--- src/sv/ofpcs_pkg.sv ---
package ofpcs_pkg;

	typedef enum logic [1:0] {
		CODEC_UNKNOWN = 2'd0,
		CODEC_VORBIS  = 2'd1,
		CODEC_OPUS    = 2'd2,
		CODEC_FLAC    = 2'd3
	} codec_kind_t;

	localparam int unsigned NUM_SIGS = 4;
	localparam int unsigned SIG_MAX_LEN = 8;

	localparam logic [8:0] POS_MAX = 9'd511;
	localparam logic [9:0] PAGE_HEADER_LEN = 10'd27;
	localparam logic [8:0] SEGCOUNT_OFFSET = 9'd26;
	localparam logic [8:0] MAGIC_LEN = 9'd4;

	localparam logic [7:0] PAGE_MAGIC [4] = '{8'h4F, 8'h67, 8'h67, 8'h53};

	localparam logic [7:0] SIG_BYTES [NUM_SIGS][SIG_MAX_LEN] = '{
		'{8'h01, 8'h76, 8'h6F, 8'h72, 8'h62, 8'h69, 8'h73, 8'h00},
		'{8'h4F, 8'h70, 8'h75, 8'h73, 8'h48, 8'h65, 8'h61, 8'h64},
		'{8'h7F, 8'h46, 8'h4C, 8'h41, 8'h43, 8'h00, 8'h00, 8'h00},
		'{8'h66, 8'h4C, 8'h61, 8'h43, 8'h00, 8'h00, 8'h00, 8'h00}
	};

	localparam logic [3:0] SIG_LEN [NUM_SIGS] = '{4'd7, 4'd8, 4'd5, 4'd4};

	localparam codec_kind_t SIG_CODE [NUM_SIGS] = '{
		CODEC_VORBIS, CODEC_OPUS, CODEC_FLAC, CODEC_FLAC
	};

endpackage

--- src/sv/ogg_first_page_codec_sniffer_core.sv ---
// Ogg first page codec sniffer.
// The codec is registered as the last byte advances out of the input register.
// Throughput: one byte per cycle but for the wait below; match state updates per byte.
// A last byte waits in the input register only while the result register holds a beat
// that is not taken in that cycle.
// Reset (arst_n low) clears the byte counter and match state and empties both registers.
module ogg_first_page_codec_sniffer_core (
	input  logic                      clk,
	input  logic                      arst_n,
	input  logic                      in_valid,
	output logic                      in_ready,
	input  logic [7:0]                data_byte,
	input  logic                      last_byte,
	output logic                      out_valid,
	input  logic                      out_ready,
	output ofpcs_pkg::codec_kind_t    codec_kind
);
	import ofpcs_pkg::*;

	logic        valid_s1;
	logic [7:0]  data_s1;
	logic        last_s1;
	logic        adv;

	logic [8:0]  pos_q;
	logic [7:0]  seg_q;
	logic        magic_q;
	logic [3:0]  alive_q;
	logic        out_valid_q;
	codec_kind_t codec_q;

	logic [9:0]  pos_w;
	logic [9:0]  hdr;
	logic [9:0]  rel;
	logic [9:0]  size;
	logic        in_pkt;
	logic        magic_n;
	logic [7:0]  seg_n;
	logic [3:0]  alive_n;
	codec_kind_t code_n;

	assign adv = valid_s1 && (!last_s1 || !out_valid_q || out_ready);
	assign in_ready = !valid_s1 || adv;
	assign out_valid = out_valid_q;
	assign codec_kind = codec_q;

	always_comb begin
		pos_w = {1'b0, pos_q};
		hdr = PAGE_HEADER_LEN + {2'b00, seg_q};
		rel = pos_w - hdr;
		size = pos_w + 10'd1;
		in_pkt = pos_w >= hdr;

		magic_n = magic_q;
		if (pos_q < MAGIC_LEN && data_s1 != PAGE_MAGIC[pos_q[1:0]]) begin
			magic_n = 1'b0;
		end
		seg_n = (pos_q == SEGCOUNT_OFFSET) ? data_s1 : seg_q;

		alive_n = alive_q;
		for (int k = 0; k < NUM_SIGS; k++) begin
			if (in_pkt && rel < {6'd0, SIG_LEN[k]} && data_s1 != SIG_BYTES[k][rel[2:0]]) begin
				alive_n[k] = 1'b0;
			end
		end

		code_n = CODEC_UNKNOWN;
		if (size >= PAGE_HEADER_LEN && magic_n) begin
			for (int k = NUM_SIGS - 1; k >= 0; k--) begin
				if (alive_n[k] && size >= hdr + {6'd0, SIG_LEN[k]}) begin
					code_n = SIG_CODE[k];
				end
			end
		end
	end

	always_ff @(posedge clk or negedge arst_n) begin
		if (!arst_n) begin
			valid_s1 <= 1'b0;
		end else if (in_ready) begin
			valid_s1 <= in_valid;
		end
	end

	always_ff @(posedge clk) begin
		if (in_ready && in_valid) begin
			data_s1 <= data_byte;
			last_s1 <= last_byte;
		end
	end

	always_ff @(posedge clk or negedge arst_n) begin
		if (!arst_n) begin
			pos_q <= '0;
			seg_q <= '0;
			magic_q <= 1'b1;
			alive_q <= '1;
		end else if (adv) begin
			if (last_s1) begin
				pos_q <= '0;
				seg_q <= '0;
				magic_q <= 1'b1;
				alive_q <= '1;
			end else begin
				if (pos_q < POS_MAX) begin
					pos_q <= pos_q + 9'd1;
				end
				seg_q <= seg_n;
				magic_q <= magic_n;
				alive_q <= alive_n;
			end
		end
	end

	always_ff @(posedge clk or negedge arst_n) begin
		if (!arst_n) begin
			out_valid_q <= 1'b0;
		end else if (adv && last_s1) begin
			out_valid_q <= 1'b1;
		end else if (out_ready) begin
			out_valid_q <= 1'b0;
		end
	end

	always_ff @(posedge clk) begin
		if (adv && last_s1) begin
			codec_q <= code_n;
		end
	end

endmodule

--- config.mk ---
export PLATFORM = sky130hd
export DESIGN_NAME = ogg_first_page_codec_sniffer_core
export DESIGN_NICKNAME = d
export VERILOG_FILES = /design/src/sv/ofpcs_pkg.sv /design/src/sv/ogg_first_page_codec_sniffer_core.sv
export SDC_FILE = /design/constraint.sdc
export NUM_CORES = 1
export LEC_CHECK = 0
export BUFFER_PORTS_ARGS = -buffer_cell sky130_fd_sc_hd__buf_2
export CAP_MARGIN = 10
export CELL_PAD_IN_SITES_DETAIL_PLACEMENT = 1
export CELL_PAD_IN_SITES_GLOBAL_PLACEMENT = 2
export CORE_AREA = 2 2 107 109
export CTS_CLUSTER_DIAMETER = 40
export CTS_CLUSTER_SIZE = 24
export DETAILED_ROUTE_END_ITERATION = 12
export DIE_AREA = 0 0 109 111
export PLACE_DENSITY = 0.74
export SETUP_SLACK_MARGIN = 0.3
export SLEW_MARGIN = 30
export SYNTH_ARGS = -nofsm -noshare
export SYNTH_HDL_FRONTEND = slang
export SYNTH_SLANG_ARGS = --single-unit
--- constraint.sdc ---
create_clock -name clk -period 3.95 [get_ports clk]
set_input_delay 0.1975 -clock clk [delete_from_list [all_inputs] [get_ports clk]]
set_output_delay 0.1975 -clock clk [all_outputs]
set_load 0.03 [all_outputs]
==> results of run 1 <==
-- worst max-delay path: cells and delay by family, from the launching register on --
kind                     cells  cell delay [ns]
AO/OA/AOI/OAI                4             0.51
adder cells (fa/ha/maj)      3             1.01
buffers and inverters        3             0.26
flip-flops                   1             0.35
AND/OR/NAND/NOR              4             1.12
-- flip-flops by register name (all words and copies together), names as in the netlist --
register and cells:
pos_q 9, last_s1 1, codec_kind 2, valid_s1 1, alive_q 4, seg_q 8
magic_q 1, data_s1 8, out_valid 1
-- repair_timing --
action | in CTS | in global routing
pin swaps | 2 | 7
gates resized for setup | 7 | 18
hold buffers | 1 | 0
setup endpoints to repair | 3 | 3
buffers inserted | 1 | 5
hold endpoints to repair | 19 | 0
-- metal layers --
layer	part of all wire (%)	vias up	GRT usage [%]
met5	0	-	0
met2	49	41	34.6
met4	1.6	0	5.73
li1	-	1670	-
met3	1.9	10	2.65
met1	47	1700	28.4
-- through the flow --
| stage | power [uW] | std cells |
|---|---|---|
| 6_report | 1440 | 620 |
| 5_1_grt | 1530 | 620 |
| 4_1_cts | 1450 | 615 |
| 3_5_place_dp | 1050 | 605 |
| 3_3_place_gp | 1040 | 605 |
| 2_1_floorplan | 854 | 443 |
-- area by class of cell --
class / instances / area, sq um
fillers: 1299 / 6540
multi-input cells: 367 / 2890
flip-flops and latches: 35 / 937
repair buffers: 44 / 305
well taps: 143 / 179
clock buffers: 8 / 136
inverters: 23 / 88.8
-- cell usage after synthesis (all sizes together), types with 5 or more instances --
cell type	instances	area, sq um
clkbuf	12	45.0
nand4	8	50.1
o21a	6	45.0
xnor2	30	289
xor2	20	175
nor2b	8	57.6
inv	23	86.3
and2	5	32.5
nand2b	7	43.8
edfxtp	11	330
nor3	14	75.1
nor2	31	116
a31oi	6	37.5
dfstp	5	131
buf	6	31.3
dfrtp	19	475
o21ai	28	151
ha	50	626
nand3	7	35.0
a21oi	16	87.6
nand2	40	150
a21o	12	90.1
a22o	13	114
-- cell families after synthesis --
group | count (synthesis) | share of synthesized area [%]
compound gates | 121 | 23.1
xor+xnor | 51 | 12.6
fa+ha+maj | 52 | 17.0
buf+inv | 41 | 4.22
flops | 35 | 24.3
mux | 2 | 0.552
other cells | 1 | 0.0973
simple gates | 137 | 18.0
-- power by group through the flow --
| stage | logic [uW] | registers [uW] | clock network, uW |
|---|---|---|---|
| after floorplan | 433 | 422 | 0 |
| after global placement | 612 | 431 | 0 |
| after detailed placement | 619 | 432 | 0 |
| after CTS | 629 | 425 | 393 |
| after global routing | 703 | 430 | 401 |
| final | 634 | 427 | 383 |
-- worst paths after layout --
kind                                 end          from  cells after the start
setup / recovery           codec_kind[1]      seg_q[0]                     14
hold / removal                data_s1[1]  data_byte[1]                      1
setup reg to reg           codec_kind[1]      seg_q[0]                     14
hold reg to reg               alive_q[0]    alive_q[0]                      2
max in group asynchronous       seg_q[6]        arst_n                      2
min in group asynchronous       pos_q[5]        arst_n                      2
==> out/metrics.cfg, run 1 <==
[pwr]
power_density_mw_per_mm2 = 319
power.net_switching_uw = 537
ir_drop_v = 0.000262
combPwrFrac_pct = 43.9
p_sw_share_pct = 37.2
p_leak_uw = 0.00202
power_frac_clock_pct = 26.5
p_int_uw = 908
power_frac_seq_pct = 29.5

[die]
start_util_pct = 34.8
io_pins = 17
coreArea_sq_mm = 0.0111
rows = 39
die_y_um = 111
die_w_um = 109
dieArea_sq_mm = 0.0121

[clock_network]
cts.sinks = 35
cts_max_level = 2
cts_root_buf = clkbuf_16
tritoncts = yes
clk_transition_reported_paths_ns = 0.06
insertion_delay_ns = 0.29
cts_buffer_depth = 2
numCtsBuffers = 5

[sta]
finalHoldViolCount = 0
min_period_ns = 3.48
setup_viol = 0
slew_headroom_pct = 48.9
setup_tns_ns = 0
tightestPinTransition_ns = 0.760
skew_ns = 0.00937
period_share_pct = 88.2
slew_viol_final = 0
fin_hold_ws_ns = 0.0833
rsz0062_at_grt = no
fmax_mhz = 287
worst_slack_ns = 0.466

[worst_setup_path]
worstSetupEndpointType = register
critPathMostFrequentCell = inv_1
r2r_slack_ns = 0.47
crit_chain = inv_1 > ha_4 > inv_1 > fa_1 > inv_1 > a21o_1 > maj3_2 > a211oi_4 > or4b_1 > nand4_1 > a21oi_4 > nand4_1 > o2111ai_2 > and3b_1
crit_slowest_cell = or4b_1
max_stage_delay_ns = 0.53
cp.arrival_ns = 3.53
cp-start-kind = register
critPathMaxFanout = 5
path_class = register to register
worstPathRequired_ns = 4.00

[synthesis]
ys_seq_elements = 35
ys.flop_type = dfrtp_1
syn_inst = 440
async_flop_share_pct = 68.6
synth-edff-count = 11
syn-cell-area_sq_mm = 0.00385
synth.avg_cell_area_sq_um = 8.76
ys_seq_area_share_pct = 24.3
ys.warnings.count = 0
yosys.cell_types.count = 80

[finish]
fin_util_pct = 40.9
n_antenna_cell = 0
stdcell_area_sq_mm = 0.00453
final_common_cell = ha_1
drive_gt1_share_pct = 18.4
fin_nets = 540
final_cell_mix = ha_1 (48), nand2_1 (40), nor2_1 (29), xnor2_1 (26), buf_4 (26)
areaGrowthSynthToFinish_pct = 17.6

[flow_run]
drv_cap = 0

[placed_design]
gp_congestion = 0.802
numPortBuffers = 16
place_hpwl_um = 9310
placed_area_sq_mm = 0.00423
pre_cts_slack_ns = 0.0268

[global_route]
track_usage_pct = 20.9
grt_overflow = 0
grt_pass1_wl_um = 19300
first_global_vias = 3560
grt_max_degree = 25
antenna_found_initial = 0

[drt]
ant_nets = 0
wl_per_cell_um = 19.2
dr.pass1.iters = 4
drt_wl_total_um = 11900
routed_via_density = 5.52
drt_iter0_drc = 97
vias = 3421
drcViolationCount = 0

[worst_hold_path]
hp-class = input port to register

[outcome]
status = complete, no violations

No activity file was read; power rests on OpenSTA's default activity.
==> inputs of run 2 (changes only) <==
--- a/config.mk
+++ b/config.mk
@@ -9,11 +9,11 @@
 export CAP_MARGIN = 10
 export CELL_PAD_IN_SITES_DETAIL_PLACEMENT = 1
 export CELL_PAD_IN_SITES_GLOBAL_PLACEMENT = 2
-export CORE_AREA = 2 2 107 109
+export CORE_AREA = 10 10 115 117
 export CTS_CLUSTER_DIAMETER = 40
 export CTS_CLUSTER_SIZE = 24
 export DETAILED_ROUTE_END_ITERATION = 12
-export DIE_AREA = 0 0 109 111
+export DIE_AREA = 0 0 125 127
 export PLACE_DENSITY = 0.74
 export SETUP_SLACK_MARGIN = 0.3
 export SLEW_MARGIN = 30
==> out/metrics.cfg, run 2 (synthesis gave the netlist of run 1 again) <==
[pwr]
p_leak_uw = 0.00201
power_frac_seq_pct = 31.0
power_density_mw_per_mm2 = 312
combPwrFrac_pct = 43.4
ir_drop_v = 0.000185
p_int_uw = 893
power_frac_clock_pct = 25.7
power_uw = 1410
p_sw_share_pct = 36.6
power.net_switching_uw = 517

[clock_network]
clk_transition_reported_paths_ns = 0.05
insertion_delay_ns = 0.27
tritoncts = yes
cts_root_buf = clkbuf_16
cts_max_level = 2
numCtsBuffers = 5
cts_buffer_depth = 2
cts.sinks = 35

[sta]
setup_viol = 0
period_share_pct = 90.1
fin_hold_ws_ns = 0.0996
fmax_mhz = 281
min_period_ns = 3.56
finalHoldViolCount = 0
slew_headroom_pct = 55.4
rsz0062_at_grt = yes
slew_viol_final = 0
tightestPinTransition_ns = 0.662
skew_ns = 0.00409

[global_route]
track_usage_pct = 14.6
grt_overflow = 0
antenna_found_initial = 0
grt_max_degree = 25
first_global_vias = 3675
grt_pass1_wl_um = 19400

[drt]
drt_wl_total_um = 11700
drcViolationCount = 0
wl_per_cell_um = 18.8
routed_via_density = 5.58
vias = 3476
ant_nets = 0
drt_iter0_drc = 230
dr.pass1.iters = 4

[worst_setup_path]
crit_slowest_cell = dfrtp_2
crit_buf_inv = 3
cp.arrival_ns = 3.58
critPathMostFrequentCell = o21ai_0
crit_family = compound AO/OA/AOI/OAI gates
worstSetupEndpointType = register
worstPathRequired_ns = 3.98
max_stage_delay_ns = 0.48
path_class = register to register
critPathMaxFanout = 13
crit_chain = inv_1 > ha_1 > fa_1 > xnor2_1 > buf_12 > inv_2 > nor3_1 > o21ai_0 > o21ai_0 > o32ai_1 > nor4b_1 > o21ai_0 > nand4_1 > o2111ai_1 > and3b_1
cp-start-kind = register

[placed_design]
dpl.cell_count = 606
numPortBuffers = 16
gp_congestion = 0.893
placed_area_sq_mm = 0.00424
place_hpwl_um = 9430

[finish]
fill_cells = 1310
stdcell_area_sq_mm = 0.00452
final_cells = 623
fin_nets = 543
top_regs = pos_q: 9 flops, data_s1: 8 flops, seg_q: 8 flops
largest_register = pos_q
seqCellArea_sq_um = 938
areaGrowthSynthToFinish_pct = 17.2
largest_reg_flops = 9
n_antenna_cell = 0
final_common_cell = ha_1
drive_gt1_share_pct = 17.9
final_cell_mix = ha_1 (49), nand2_1 (40), nor2_1 (30), buf_4 (29), xnor2_1 (27)
multi_input_area_sq_mm = 0.00285

[die]
dieArea_sq_mm = 0.0159
die_y_um = 127
start_util_pct = 34.6
coreArea_sq_mm = 0.0111
die_w_um = 125
io_pins = 17
rows = 39

[outcome]
status = complete, no violations

[flow_run]
drv_cap = 0

[worst_hold_path]
hp-class = input port to register

-- run 2: changes by cell type in the layout (fill, tap and decap cells not counted), sizes merged --
cell,previous run,this run
clkinv,0,2
buf,43,46
clkbuf,8,6
-- run 2: path summary, 6_finish.rpt --
kind / startpoint / end / slack, ns / cells after the start
setup / recovery: pos_q[0] / codec_kind[1] / 0.39 / 15
hold / removal: last_byte / last_s1 / 0.1 / 1
setup reg to reg: pos_q[0] / codec_kind[1] / 0.39 / 15
hold reg to reg: alive_q[2] / alive_q[2] / 0.53 / 1
max in group asynchronous: arst_n / pos_q[0] / 3.09 / 2
min in group asynchronous: arst_n / pos_q[7] / 0.45 / 2
-- run 2: routing by layer --
layer,share of wire (%),track usage (%),vias to the layer above
met5,0,0,-
met3,2.4,1.65,15
met1,47,19.2,1733
li1,-,-,1671
met2,48,24.7,57
met4,2.2,4.40,0
-- run 2: stage by stage --
stage	utilization [%]	setup WS [ns]	TNS (ns)
floorplan	-	0.323	0
global placement	38.1	0.179	0
global route	40.6	0.280	0
CTS	40.2	0.368	0
finish	40.6	0.392	0
detailed placement	38.1	-0.00185	-0.00185
-- run 2: final cells by class --
type,count,area share (%)
well taps,143,3.96
clock inverters,2,0.166
repair buffers,47,7.25
inverters,23,1.91
flip-flops and latches,35,20.8
clock buffers,6,2.85
multi-input cells,367,63.1
-- run 2: what timing repair did --
| action | CTS | global route |
|---|---|---|
| pin swaps | 5 | 5 |
| endpoints found under the setup margin | 3 | 3 |
| hold buffers | 1 | 0 |
| hold endpoints to repair | 19 | 0 |
| setup buffers | 6 | 2 |
| gates resized for setup | 7 | 9 |
-- run 2: power groups by stage --
stage,combinational [uW],sequential (uW),clock [uW]
finish,611,437,362
global route,686,442,389
CTS,616,437,372
detailed placement,607,442,0
global placement,589,442,0
floorplan,433,422,0
